`src/dlvl_pkg.sv`:
```
// ----------------------------------------------------------------------------
// Doubly linked value list package
// Sizes, link and value types, operation and status codes shared by the
// list controller and the testbench.
// ----------------------------------------------------------------------------
package dlvl_pkg;

   // Node pool size and stored value width.
   localparam int CAPACITY   = 32;
   localparam int VALUE_BITS = 32;

   // A node index addresses the pool; a link can also hold the null marker.
   localparam int IDX_BITS  = (CAPACITY > 1) ? $clog2(CAPACITY) : 1;
   localparam int LINK_BITS = $clog2(CAPACITY + 1);

   // Fixed field widths of the stream channels.
   localparam int ITEM_BITS     = 32;
   localparam int COUNT_BITS    = 6;
   localparam int STATUS_BITS   = 3;
   localparam int MODE_BITS     = 2;
   localparam int REQ_DATA_BITS = 32;
   localparam int RSP_DATA_BITS = 40;

   typedef logic [LINK_BITS-1:0]  link_type;
   typedef logic [IDX_BITS-1:0]   idx_type;
   typedef logic [VALUE_BITS-1:0] value_type;

   localparam link_type NULL_LINK = LINK_BITS'(CAPACITY);

   typedef enum logic [MODE_BITS-1:0] {
      MODE_APPEND    = 2'd0,
      MODE_DELETE    = 2'd1,
      MODE_DUMP_FWD  = 2'd2,
      MODE_DUMP_BACK = 2'd3
   } mode_type;

   typedef enum logic [STATUS_BITS-1:0] {
      STATUS_APPENDED  = 3'd0,
      STATUS_FULL      = 3'd1,
      STATUS_DELETED   = 3'd2,
      STATUS_NOT_FOUND = 3'd3,
      STATUS_ELEMENT   = 3'd4,
      STATUS_EMPTY     = 3'd5
   } status_type;

endpackage

```
`src/dlvl_ram.sv`:
```
// ----------------------------------------------------------------------------
// Generic node RAM
// One write port and one read port with a registered read, no reset.
// ----------------------------------------------------------------------------
module dlvl_ram #(
   parameter int WIDTH = 32,
   parameter int DEPTH = 32
) (
   input  logic                                     clock,
   input  logic                                     wr_en,
   input  logic [((DEPTH > 1) ? $clog2(DEPTH) : 1)-1:0] wr_addr,
   input  logic [WIDTH-1:0]                         wr_data,
   input  logic [((DEPTH > 1) ? $clog2(DEPTH) : 1)-1:0] rd_addr,
   output logic [WIDTH-1:0]                         rd_data
);

   logic [WIDTH-1:0] mem_ff [DEPTH];
   logic [WIDTH-1:0] rd_data_ff;

   always_ff @(posedge clock) begin
      if (wr_en) begin
         mem_ff[wr_addr] <= wr_data;
      end
      rd_data_ff <= mem_ff[rd_addr];
   end

   assign rd_data = rd_data_ff;

endmodule

```
`src/doubly_linked_value_list.sv`:
```
// ----------------------------------------------------------------------------
// Doubly linked value list
// Ordered list of signed values in a fixed pool of nodes with forward and
// backward links: append at the tail, delete the first match, dump forward
// or backward.
// ----------------------------------------------------------------------------
//
//  Channel   Direction  Signals                      Contents
//  req_      in         tvalid tready tdata tuser    tdata: item_value
//                                                    tuser: mode
//  rsp_      out        tvalid tready tdata tuser    tdata: out_value, entry_count
//                       tlast                        tuser: status, tlast: last
//
// An append runs a free node scan that tests one in-use bit per cycle. A
// delete walks from the head with one node memory read per cycle. A dump
// gives one result transfer per cycle while the result side keeps up.
// Reset clears the in-use bits, head, tail and count at once; the node
// memories are never cleared, since every node is written before it is read.
// A stalled result side holds a dump walk in place; a new request is taken
// once the previous operation is finished, even while its last result
// still waits in the output register.
// ----------------------------------------------------------------------------
module doubly_linked_value_list (
   input  logic                                clock,
   input  logic                                reset,
   input  logic                                req_tvalid,
   output logic                                req_tready,
   input  logic [dlvl_pkg::REQ_DATA_BITS-1:0]  req_tdata,   // [31:0] item_value
   input  logic [dlvl_pkg::MODE_BITS-1:0]      req_tuser,   // [1:0] mode
   output logic                                rsp_tvalid,
   input  logic                                rsp_tready,
   output logic [dlvl_pkg::RSP_DATA_BITS-1:0]  rsp_tdata,   // [31:0] out_value,
                                                            // [37:32] entry_count,
                                                            // [39:38] zero
   output logic [dlvl_pkg::STATUS_BITS-1:0]    rsp_tuser,   // [2:0] status
   output logic                                rsp_tlast
);

   import dlvl_pkg::*;

   // Controller states, one-hot.
   typedef enum logic [5:0] {
      ST_IDLE  = 6'b000001,
      ST_ALLOC = 6'b000010,
      ST_LINK  = 6'b000100,
      ST_DEL   = 6'b001000,
      ST_DUMP  = 6'b010000,
      ST_REPLY = 6'b100000
   } state_type;

   // A link is usable when it points into the pool at a node that is in use.
   function automatic logic link_ok(input link_type x, input logic [CAPACITY-1:0] used);
      logic ok;
      ok = (x < NULL_LINK) && used[x[IDX_BITS-1:0]];
      return ok;
   endfunction

   // ------------------------------------------------------------------------
   // Control and list registers.
   // ------------------------------------------------------------------------
   state_type             state_ff, state_in;
   logic [CAPACITY-1:0]   in_use_ff, in_use_in;
   link_type              head_ff, head_in;
   link_type              tail_ff, tail_in;
   link_type              count_ff, count_in;
   link_type              cur_ff, cur_in;       // node being visited by a walk
   idx_type               scan_ff, scan_in;     // free node scan position
   idx_type               alloc_ff, alloc_in;   // node taken by an append
   logic                  dir_fwd_ff, dir_fwd_in;
   value_type             key_ff, key_in;
   logic [ITEM_BITS-1:0]  echo_ff, echo_in;
   status_type            pend_ff, pend_in;     // status of a single-result reply

   // Output register.
   logic                  rsp_valid_ff, rsp_valid_in;
   status_type            rsp_status_ff, rsp_status_in;
   logic [ITEM_BITS-1:0]  rsp_value_ff, rsp_value_in;
   logic [COUNT_BITS-1:0] rsp_count_ff, rsp_count_in;
   logic                  rsp_last_ff, rsp_last_in;

   // Node memory ports. All three memories share one read address, so a
   // walk sees a node's value and both links in the same cycle.
   idx_type               rd_addr;
   value_type             val_rd;
   link_type              next_rd, prev_rd;
   logic                  val_we, next_we, prev_we;
   idx_type               val_wa, next_wa, prev_wa;
   value_type             val_wd;
   link_type              next_wd, prev_wd;

   logic                  can_emit;
   logic                  req_fire;
   link_type              dump_nx;
   logic                  dump_more;

   dlvl_ram #(.WIDTH(VALUE_BITS), .DEPTH(CAPACITY)) u_value_ram (
      .clock   (clock),
      .wr_en   (val_we),
      .wr_addr (val_wa),
      .wr_data (val_wd),
      .rd_addr (rd_addr),
      .rd_data (val_rd)
   );

   dlvl_ram #(.WIDTH(LINK_BITS), .DEPTH(CAPACITY)) u_next_ram (
      .clock   (clock),
      .wr_en   (next_we),
      .wr_addr (next_wa),
      .wr_data (next_wd),
      .rd_addr (rd_addr),
      .rd_data (next_rd)
   );

   dlvl_ram #(.WIDTH(LINK_BITS), .DEPTH(CAPACITY)) u_prev_ram (
      .clock   (clock),
      .wr_en   (prev_we),
      .wr_addr (prev_wa),
      .wr_data (prev_wd),
      .rd_addr (rd_addr),
      .rd_data (prev_rd)
   );

   // The output register can take a result when it is empty or being drained.
   assign can_emit   = !rsp_valid_ff || rsp_tready;
   assign req_tready = (state_ff == ST_IDLE);
   assign req_fire   = req_tvalid && req_tready;

   // During a dump the link followed depends on the direction.
   assign dump_nx   = dir_fwd_ff ? next_rd : prev_rd;
   assign dump_more = link_ok(dump_nx, in_use_ff);

   // ------------------------------------------------------------------------
   // Next-state logic. Writes to the node memories never share a cycle with
   // a read of the same node that matters: every write happens in a state
   // that is followed by another state before the next walk reads.
   // ------------------------------------------------------------------------
   always_comb begin
      state_in      = state_ff;
      in_use_in     = in_use_ff;
      head_in       = head_ff;
      tail_in       = tail_ff;
      count_in      = count_ff;
      cur_in        = cur_ff;
      scan_in       = scan_ff;
      alloc_in      = alloc_ff;
      dir_fwd_in    = dir_fwd_ff;
      key_in        = key_ff;
      echo_in       = echo_ff;
      pend_in       = pend_ff;

      rsp_valid_in  = rsp_valid_ff && !rsp_tready;
      rsp_status_in = rsp_status_ff;
      rsp_value_in  = rsp_value_ff;
      rsp_count_in  = rsp_count_ff;
      rsp_last_in   = rsp_last_ff;

      rd_addr = cur_ff[IDX_BITS-1:0];
      val_we  = 1'b0;
      val_wa  = scan_ff;
      val_wd  = key_ff;
      next_we = 1'b0;
      next_wa = scan_ff;
      next_wd = NULL_LINK;
      prev_we = 1'b0;
      prev_wa = scan_ff;
      prev_wd = tail_ff;

      unique case (state_ff)
         ST_IDLE: begin
            if (req_fire) begin
               // Values are kept sign-extended to the stored width.
               key_in  = VALUE_BITS'(signed'(req_tdata[ITEM_BITS-1:0]));
               echo_in = req_tdata[ITEM_BITS-1:0];
               unique case (mode_type'(req_tuser))
                  MODE_APPEND: begin
                     if (count_ff == NULL_LINK) begin
                        pend_in  = STATUS_FULL;
                        state_in = ST_REPLY;
                     end else begin
                        scan_in  = '0;
                        state_in = ST_ALLOC;
                     end
                  end
                  MODE_DELETE: begin
                     if (link_ok(head_ff, in_use_ff)) begin
                        rd_addr  = head_ff[IDX_BITS-1:0];
                        cur_in   = head_ff;
                        state_in = ST_DEL;
                     end else begin
                        pend_in  = STATUS_NOT_FOUND;
                        state_in = ST_REPLY;
                     end
                  end
                  MODE_DUMP_FWD, MODE_DUMP_BACK: begin
                     dir_fwd_in = (mode_type'(req_tuser) == MODE_DUMP_FWD);
                     cur_in     = (mode_type'(req_tuser) == MODE_DUMP_FWD) ? head_ff : tail_ff;
                     if (link_ok(cur_in, in_use_ff)) begin
                        rd_addr  = cur_in[IDX_BITS-1:0];
                        state_in = ST_DUMP;
                     end else begin
                        // An empty dump reports a zero value.
                        echo_in  = '0;
                        pend_in  = STATUS_EMPTY;
                        state_in = ST_REPLY;
                     end
                  end
                  default: begin
                     state_in = ST_IDLE;
                  end
               endcase
            end
         end

         ST_ALLOC: begin
            if (!in_use_ff[scan_ff]) begin
               // Lowest free node found: fill it and hang it after the tail.
               val_we            = 1'b1;
               next_we           = 1'b1;
               prev_we           = 1'b1;
               in_use_in[scan_ff] = 1'b1;
               count_in          = count_ff + 1'b1;
               alloc_in          = scan_ff;
               pend_in           = STATUS_APPENDED;
               if (link_ok(tail_ff, in_use_ff)) begin
                  state_in = ST_LINK;
               end else begin
                  head_in  = LINK_BITS'(scan_ff);
                  tail_in  = LINK_BITS'(scan_ff);
                  state_in = ST_REPLY;
               end
            end else begin
               scan_in = scan_ff + 1'b1;
            end
         end

         ST_LINK: begin
            // Forward link from the old tail to the new node.
            next_we  = 1'b1;
            next_wa  = tail_ff[IDX_BITS-1:0];
            next_wd  = LINK_BITS'(alloc_ff);
            tail_in  = LINK_BITS'(alloc_ff);
            state_in = ST_REPLY;
         end

         ST_DEL: begin
            if (val_rd == key_ff) begin
               // Unlink the node between its neighbors.
               if (link_ok(prev_rd, in_use_ff)) begin
                  next_we = 1'b1;
                  next_wa = prev_rd[IDX_BITS-1:0];
                  next_wd = next_rd;
               end else begin
                  head_in = next_rd;
               end
               if (link_ok(next_rd, in_use_ff)) begin
                  prev_we = 1'b1;
                  prev_wa = next_rd[IDX_BITS-1:0];
                  prev_wd = prev_rd;
               end else begin
                  tail_in = prev_rd;
               end
               in_use_in[cur_ff[IDX_BITS-1:0]] = 1'b0;
               count_in = count_ff - 1'b1;
               pend_in  = STATUS_DELETED;
               state_in = ST_REPLY;
            end else if (link_ok(next_rd, in_use_ff)) begin
               rd_addr = next_rd[IDX_BITS-1:0];
               cur_in  = next_rd;
            end else begin
               pend_in  = STATUS_NOT_FOUND;
               state_in = ST_REPLY;
            end
         end

         ST_DUMP: begin
            // While stalled, the read repeats at the current node so that
            // its data stays on the memory outputs.
            if (can_emit) begin
               rsp_valid_in  = 1'b1;
               rsp_status_in = STATUS_ELEMENT;
               rsp_value_in  = ITEM_BITS'(val_rd);
               rsp_count_in  = COUNT_BITS'(count_ff);
               rsp_last_in   = !dump_more;
               if (dump_more) begin
                  rd_addr = dump_nx[IDX_BITS-1:0];
                  cur_in  = dump_nx;
               end else begin
                  state_in = ST_IDLE;
               end
            end
         end

         ST_REPLY: begin
            if (can_emit) begin
               rsp_valid_in  = 1'b1;
               rsp_status_in = pend_ff;
               rsp_value_in  = echo_ff;
               rsp_count_in  = COUNT_BITS'(count_ff);
               rsp_last_in   = 1'b1;
               state_in      = ST_IDLE;
            end
         end

         default: begin
            state_in = ST_IDLE;
         end
      endcase
   end

   // Control state with reset.
   always_ff @(posedge clock) begin
      if (reset) begin
         state_ff     <= ST_IDLE;
         in_use_ff    <= '0;
         head_ff      <= NULL_LINK;
         tail_ff      <= NULL_LINK;
         count_ff     <= '0;
         rsp_valid_ff <= 1'b0;
      end else begin
         state_ff     <= state_in;
         in_use_ff    <= in_use_in;
         head_ff      <= head_in;
         tail_ff      <= tail_in;
         count_ff     <= count_in;
         rsp_valid_ff <= rsp_valid_in;
      end
   end

   // Working and payload registers.
   always_ff @(posedge clock) begin
      cur_ff        <= cur_in;
      scan_ff       <= scan_in;
      alloc_ff      <= alloc_in;
      dir_fwd_ff    <= dir_fwd_in;
      key_ff        <= key_in;
      echo_ff       <= echo_in;
      pend_ff       <= pend_in;
      rsp_status_ff <= rsp_status_in;
      rsp_value_ff  <= rsp_value_in;
      rsp_count_ff  <= rsp_count_in;
      rsp_last_ff   <= rsp_last_in;
   end

   assign rsp_tvalid = rsp_valid_ff;
   assign rsp_tdata  = {(RSP_DATA_BITS - ITEM_BITS - COUNT_BITS)'(0), rsp_count_ff, rsp_value_ff};
   assign rsp_tuser  = rsp_status_ff;
   assign rsp_tlast  = rsp_last_ff;

   // ------------------------------------------------------------------------
   // Assertions.
   // ------------------------------------------------------------------------
   a_count_bound: assert property (@(posedge clock) disable iff (reset)
      count_ff <= NULL_LINK)
      else $error("entry count exceeds the pool size");

   a_count_matches_use: assert property (@(posedge clock) disable iff (reset)
      $countones(in_use_ff) == int'(count_ff))
      else $error("entry count disagrees with the in-use bits");

   a_head_empty: assert property (@(posedge clock) disable iff (reset)
      (count_ff == '0) == (head_ff == NULL_LINK))
      else $error("head pointer disagrees with the entry count");

   a_tail_empty: assert property (@(posedge clock) disable iff (reset)
      (count_ff == '0) == (tail_ff == NULL_LINK))
      else $error("tail pointer disagrees with the entry count");

   a_walk_on_live_node: assert property (@(posedge clock) disable iff (reset)
      (state_ff == ST_DEL || state_ff == ST_DUMP) |-> link_ok(cur_ff, in_use_ff))
      else $error("list walk reached a node that is not in use");

endmodule

```
`config.mk`:
```
export PLATFORM = sky130hd
export DESIGN_NAME = doubly_linked_value_list
export DESIGN_NICKNAME = d
export VERILOG_FILES = /design/src/dlvl_pkg.sv /design/src/dlvl_ram.sv /design/src/doubly_linked_value_list.sv
export SDC_FILE = /design/constraint.sdc
export NUM_CORES = 2
export LEC_CHECK = 0
export BUFFER_PORTS_ARGS = -buffer_cell sky130_fd_sc_hd__buf_2
export CAP_MARGIN = 10
export CORE_MARGIN = 8
export CORE_UTILIZATION = 50
export DETAILED_ROUTE_END_ITERATION = 8
export PLACE_DENSITY = 0.65
export RECOVER_POWER = 100
export SLEW_MARGIN = 40
export SYNTH_ARGS = -nofsm -noshare
export SYNTH_HDL_FRONTEND = slang
export SYNTH_SLANG_ARGS = --single-unit
```
`constraint.sdc`:
```
create_clock -name clock -period 7.3 [get_ports clock]
set_clock_uncertainty 0.15 [all_clocks]
set_input_delay 2.19 -clock clock [delete_from_list [all_inputs] [get_ports clock]]
set_output_delay 2.19 -clock clock [all_outputs]
set_load 0.01 [all_outputs]
```
==> flow_summary.ini <==
[final_layout]
drive_gt1_frac = 0.0844
fin_nets = 5398
syn2layout_area_growth_pct = 11.5
antennaDiodeCount = 0

[floorplanning]
die_area_sq_um = 146000
die_h_um = 383
pin_count = 84
fp.dieW_um = 383
floorplan.initialDensity = 0.503
design.core.area_sq_um = 133000
fp-row-count = 134

[power]
fin_total_pwr_mw = 20.9
p_clk_frac = 0.377
p_leak_nw = 25.4
p_seq_frac = 0.513
irDropWorstVdd_mv = 0.301
p_switching_mw = 5.30
power_switching_share = 0.253
comb_power_share = 0.110
internal-power_mw = 15.6
powerDensity_nw_per_um2 = 279

[yosys]
ys_seq_area_frac = 0.715
synthCells = 5230
yosys_warnings = 0
netlist_area_sq_um = 67200
synth.distinct_cells = 91
syn_avg_cell_area_sq_um = 12.8
synthArstFlopShare = 0
synth_mux_area_frac = 0.0354
synthAdderAreaFrac = 0.00179
synth-xor-area-share = 0.00535
synth_top_flop_cell = edfxtp_1
ys_ff_latch = 1634
yosys.area_share.simple = 0.168
synth_edf_count = 1533
synth_top_family_by_area = simple AND/OR/NAND/NOR gates
synth_compound_area_frac = 0.0488

[worst_setup_path]
worst_r2r_path_depth = 10
r2r_slack_ns = 0.54
cp_top_family = simple AND/OR/NAND/NOR gates
path_buf_inv = 3
critPathCaptureType = register
slowest_stage = nor2_1
cpPeakStageDelay_ns = 1.69
cp.arrival_ns = 7.01
critPathKind = register to register
path_cells = clkbuf_1, mux4_2, nor3b_1, o21ai_0, nand4_1, nor2_1, clkbuf_1, nand2_1, nor2_1, buf_4
r2r_end = u_value_ram.mem_ff[10][27]$_DFFE_PP_
crit_required_ns = 7.55
cp_max_fo = 19
startpoint_type = register
rr_startpoint = scan_ff[0]$_SDFFCE_PP0P_

[timing]
slew_viol_final = 889
setup_tns_ns = 0
slew_headroom = -1.20
hold_viol_final = 0
fin_crit_ns = 6.76
rsz0062_at_grt = false
fmax_mhz = 148
tightestPinTransition_ns = 3.31
finalCritPeriodShare = 0.926
setup_viol = 0

[clock_tree]
cts-htree-levels = 4
cts_tree = built
cts_setup_buffers = 0
clk_latency_ns = 0.80
cts_buffers = 158
clockRootBuffer = clkbuf_16
cts_resized = 0
cts_buffer_depth = 3
clkTransAtPathRegs_ns = 0.06
ctsHoldBuffers = 0
cts.sinks = 1634

[worst_hold_path]
hold_path_depth = 0
hold_path_end = rsp_count_ff[5]$_DFFE_PP_
hold_class = register to register
min_from = count_ff[5]$_SDFFE_PP0P_

[global_routing]
grt_pass1_wl_um = 279000
grt_pass1_vias = 41800
overflow = 0
grt_max_degree = 97
grt_usage = 0.252
antenna_found_initial = 6

[detailed_routing]
ant_nets = 0
wl_per_cell_um = 26.2
drt_drc_violations_left = 0
dr.pass1.iters = 6
routed_wl_um = 190000
vias_per_cell = 6.12
route.vias.total = 44400
drt-initial-drc-count = 5844

[place]
dp_hpwl_um = 113000
port_buffers = 81
gp_congestion = 0.918

[run_status]
violations = max-capacitance violations, max-slew violations
status = complete, but fails checks

[run]
cap_viol_max_count = 38
==> area by class of cell <==
class	count	area (sq um)
Clock buffer	222	4350
Clock inverter	70	604
Fill cell	10800	58500
Inverter	32	121
Multi-Input combinational cell	3225	17500
Sequential cell	1634	48100
Tap cell	1768	2210
Timing Repair Buffer	300	2070
==> power by group through the flow <==
stage / clock (mW) / sequential, mW / combinational [mW]
finish: 7.89 / 10.7 / 2.30
global route: 8.32 / 10.7 / 2.47
CTS: 7.96 / 10.7 / 2.32
detailed placement: 0 / 10.9 / 2.31
global placement: 0 / 10.9 / 2.26
floorplan: 0 / 10.8 / 1.45
==> layout by cell type (no fill, tap or decap), types with 29 or more instances in the layout <==
cell type,netlist,layout
and3_1,106,103
mux2i_1,89,90
a31oi_1,93,93
clkbuf_1,139,217
edfxtp_1,1533,1533
buf_12,0,36
xor2_1,35,35
clkbuf_16,0,162
inv_1,32,30
mux2_2,45,34
nor2_1,169,163
mux4_2,42,42
o21bai_1,46,46
nand3_1,584,583
a21oi_1,72,71
a32oi_1,48,48
dfxtp_1,101,100
buf_4,26,68
a211oi_1,38,38
o22ai_1,45,45
nand2_1,1408,1407
nand3b_1,50,50
clkinv_1,0,29
nand4_1,94,94
==> Yosys cell counts (46+ instances only) <==
cell | number | share of area
edfxtp_1 | 1533 | 0.69
nand2_1 | 1408 | 0.079
nand3_1 | 584 | 0.044
nor2_1 | 169 | 0.0094
buf_2 | 140 | 0.010
clkbuf_1 | 139 | 0.0078
and3_1 | 106 | 0.0099
dfxtp_1 | 101 | 0.030
nand4_1 | 94 | 0.0088
a31oi_1 | 93 | 0.0087
mux2i_1 | 89 | 0.013
a21oi_1 | 72 | 0.0054
nand3b_1 | 50 | 0.0056
a32oi_1 | 48 | 0.0063
o21bai_1 | 46 | 0.0051
==> metrics by stage <==
| step | hold WS, ns | setup slack, ns | cell area, sq um | util | instances |
|---|---|---|---|---|---|
| 3_5_place_dp | 0.330 | 0.279 | 70900 | 0.532 | 6956 |
| 4_1_cts | 0.341 | 1.10 | 75900 | 0.569 | 7248 |
| 3_3_place_gp | 0.329 | 0.288 | 70400 | 0.527 | 6922 |
| 5_1_grt | 0.359 | 0.356 | 74900 | 0.561 | 7251 |
| 2_1_floorplan | 0.274 | 1.41 | 67200 | - | 5231 |
| 6_report | 0.340 | 0.544 | 74900 | 0.561 | 7251 |
==> cell families after synthesis <==
family                   after synthesis
AO/OA/AOI/OAI                        465
XOR/XNOR                              41
flip-flops                          1634
AND/OR/NAND/NOR                     2530
buffers and inverters                372
other                                  1
adder cells (fa/ha/maj)                9
multiplexers                         178
==> flip-flops by register name, indices dropped and copies added, names as in the netlist, 6 cells and up <==
signal               cells
u_value_ram.mem_ff    1024
u_next_ram.mem_ff      192
u_prev_ram.mem_ff      192
echo_ff                 32
in_use_ff               32
key_ff                  32
rsp_value_ff            32
u_value_ram.rd_data     32
count_ff                 6
head_ff                  6
rsp_count_ff             6
state_ff                 6
tail_ff                  6
u_next_ram.rd_data       6
u_prev_ram.rd_data       6
==> worst max-delay path by stage <==
stage,startpoint,end,slack [ns],cells after the start
final,scan_ff[0]$_SDFFCE_PP0P_,u_value_ram.mem_ff[10][27]$_DFFE_PP_,0.54,10
after global routing,scan_ff[0]$_SDFFCE_PP0P_,u_value_ram.mem_ff[31][27]$_DFFE_PP_,0.36,10
after CTS,req_tuser[1],u_value_ram.rd_data[6]$_DFF_P_,1.10,16
after detailed placement,req_tuser[1],u_value_ram.rd_data[6]$_DFF_P_,0.28,16
after global placement,req_tuser[1],u_value_ram.rd_data[6]$_DFF_P_,0.29,16
after floorplan,req_tuser[0],u_prev_ram.rd_data[4]$_DFF_P_,1.41,16
==> metal layers <==
layer	track usage	part of all wire	up-vias
li1	-	-	19500
met4	0.0904	0.034	4
met5	0	0.00015	-
met1	0.351	0.40	22100
met2	0.394	0.46	2397
met3	0.0544	0.10	390
Power figures use the tool's default switching activity.
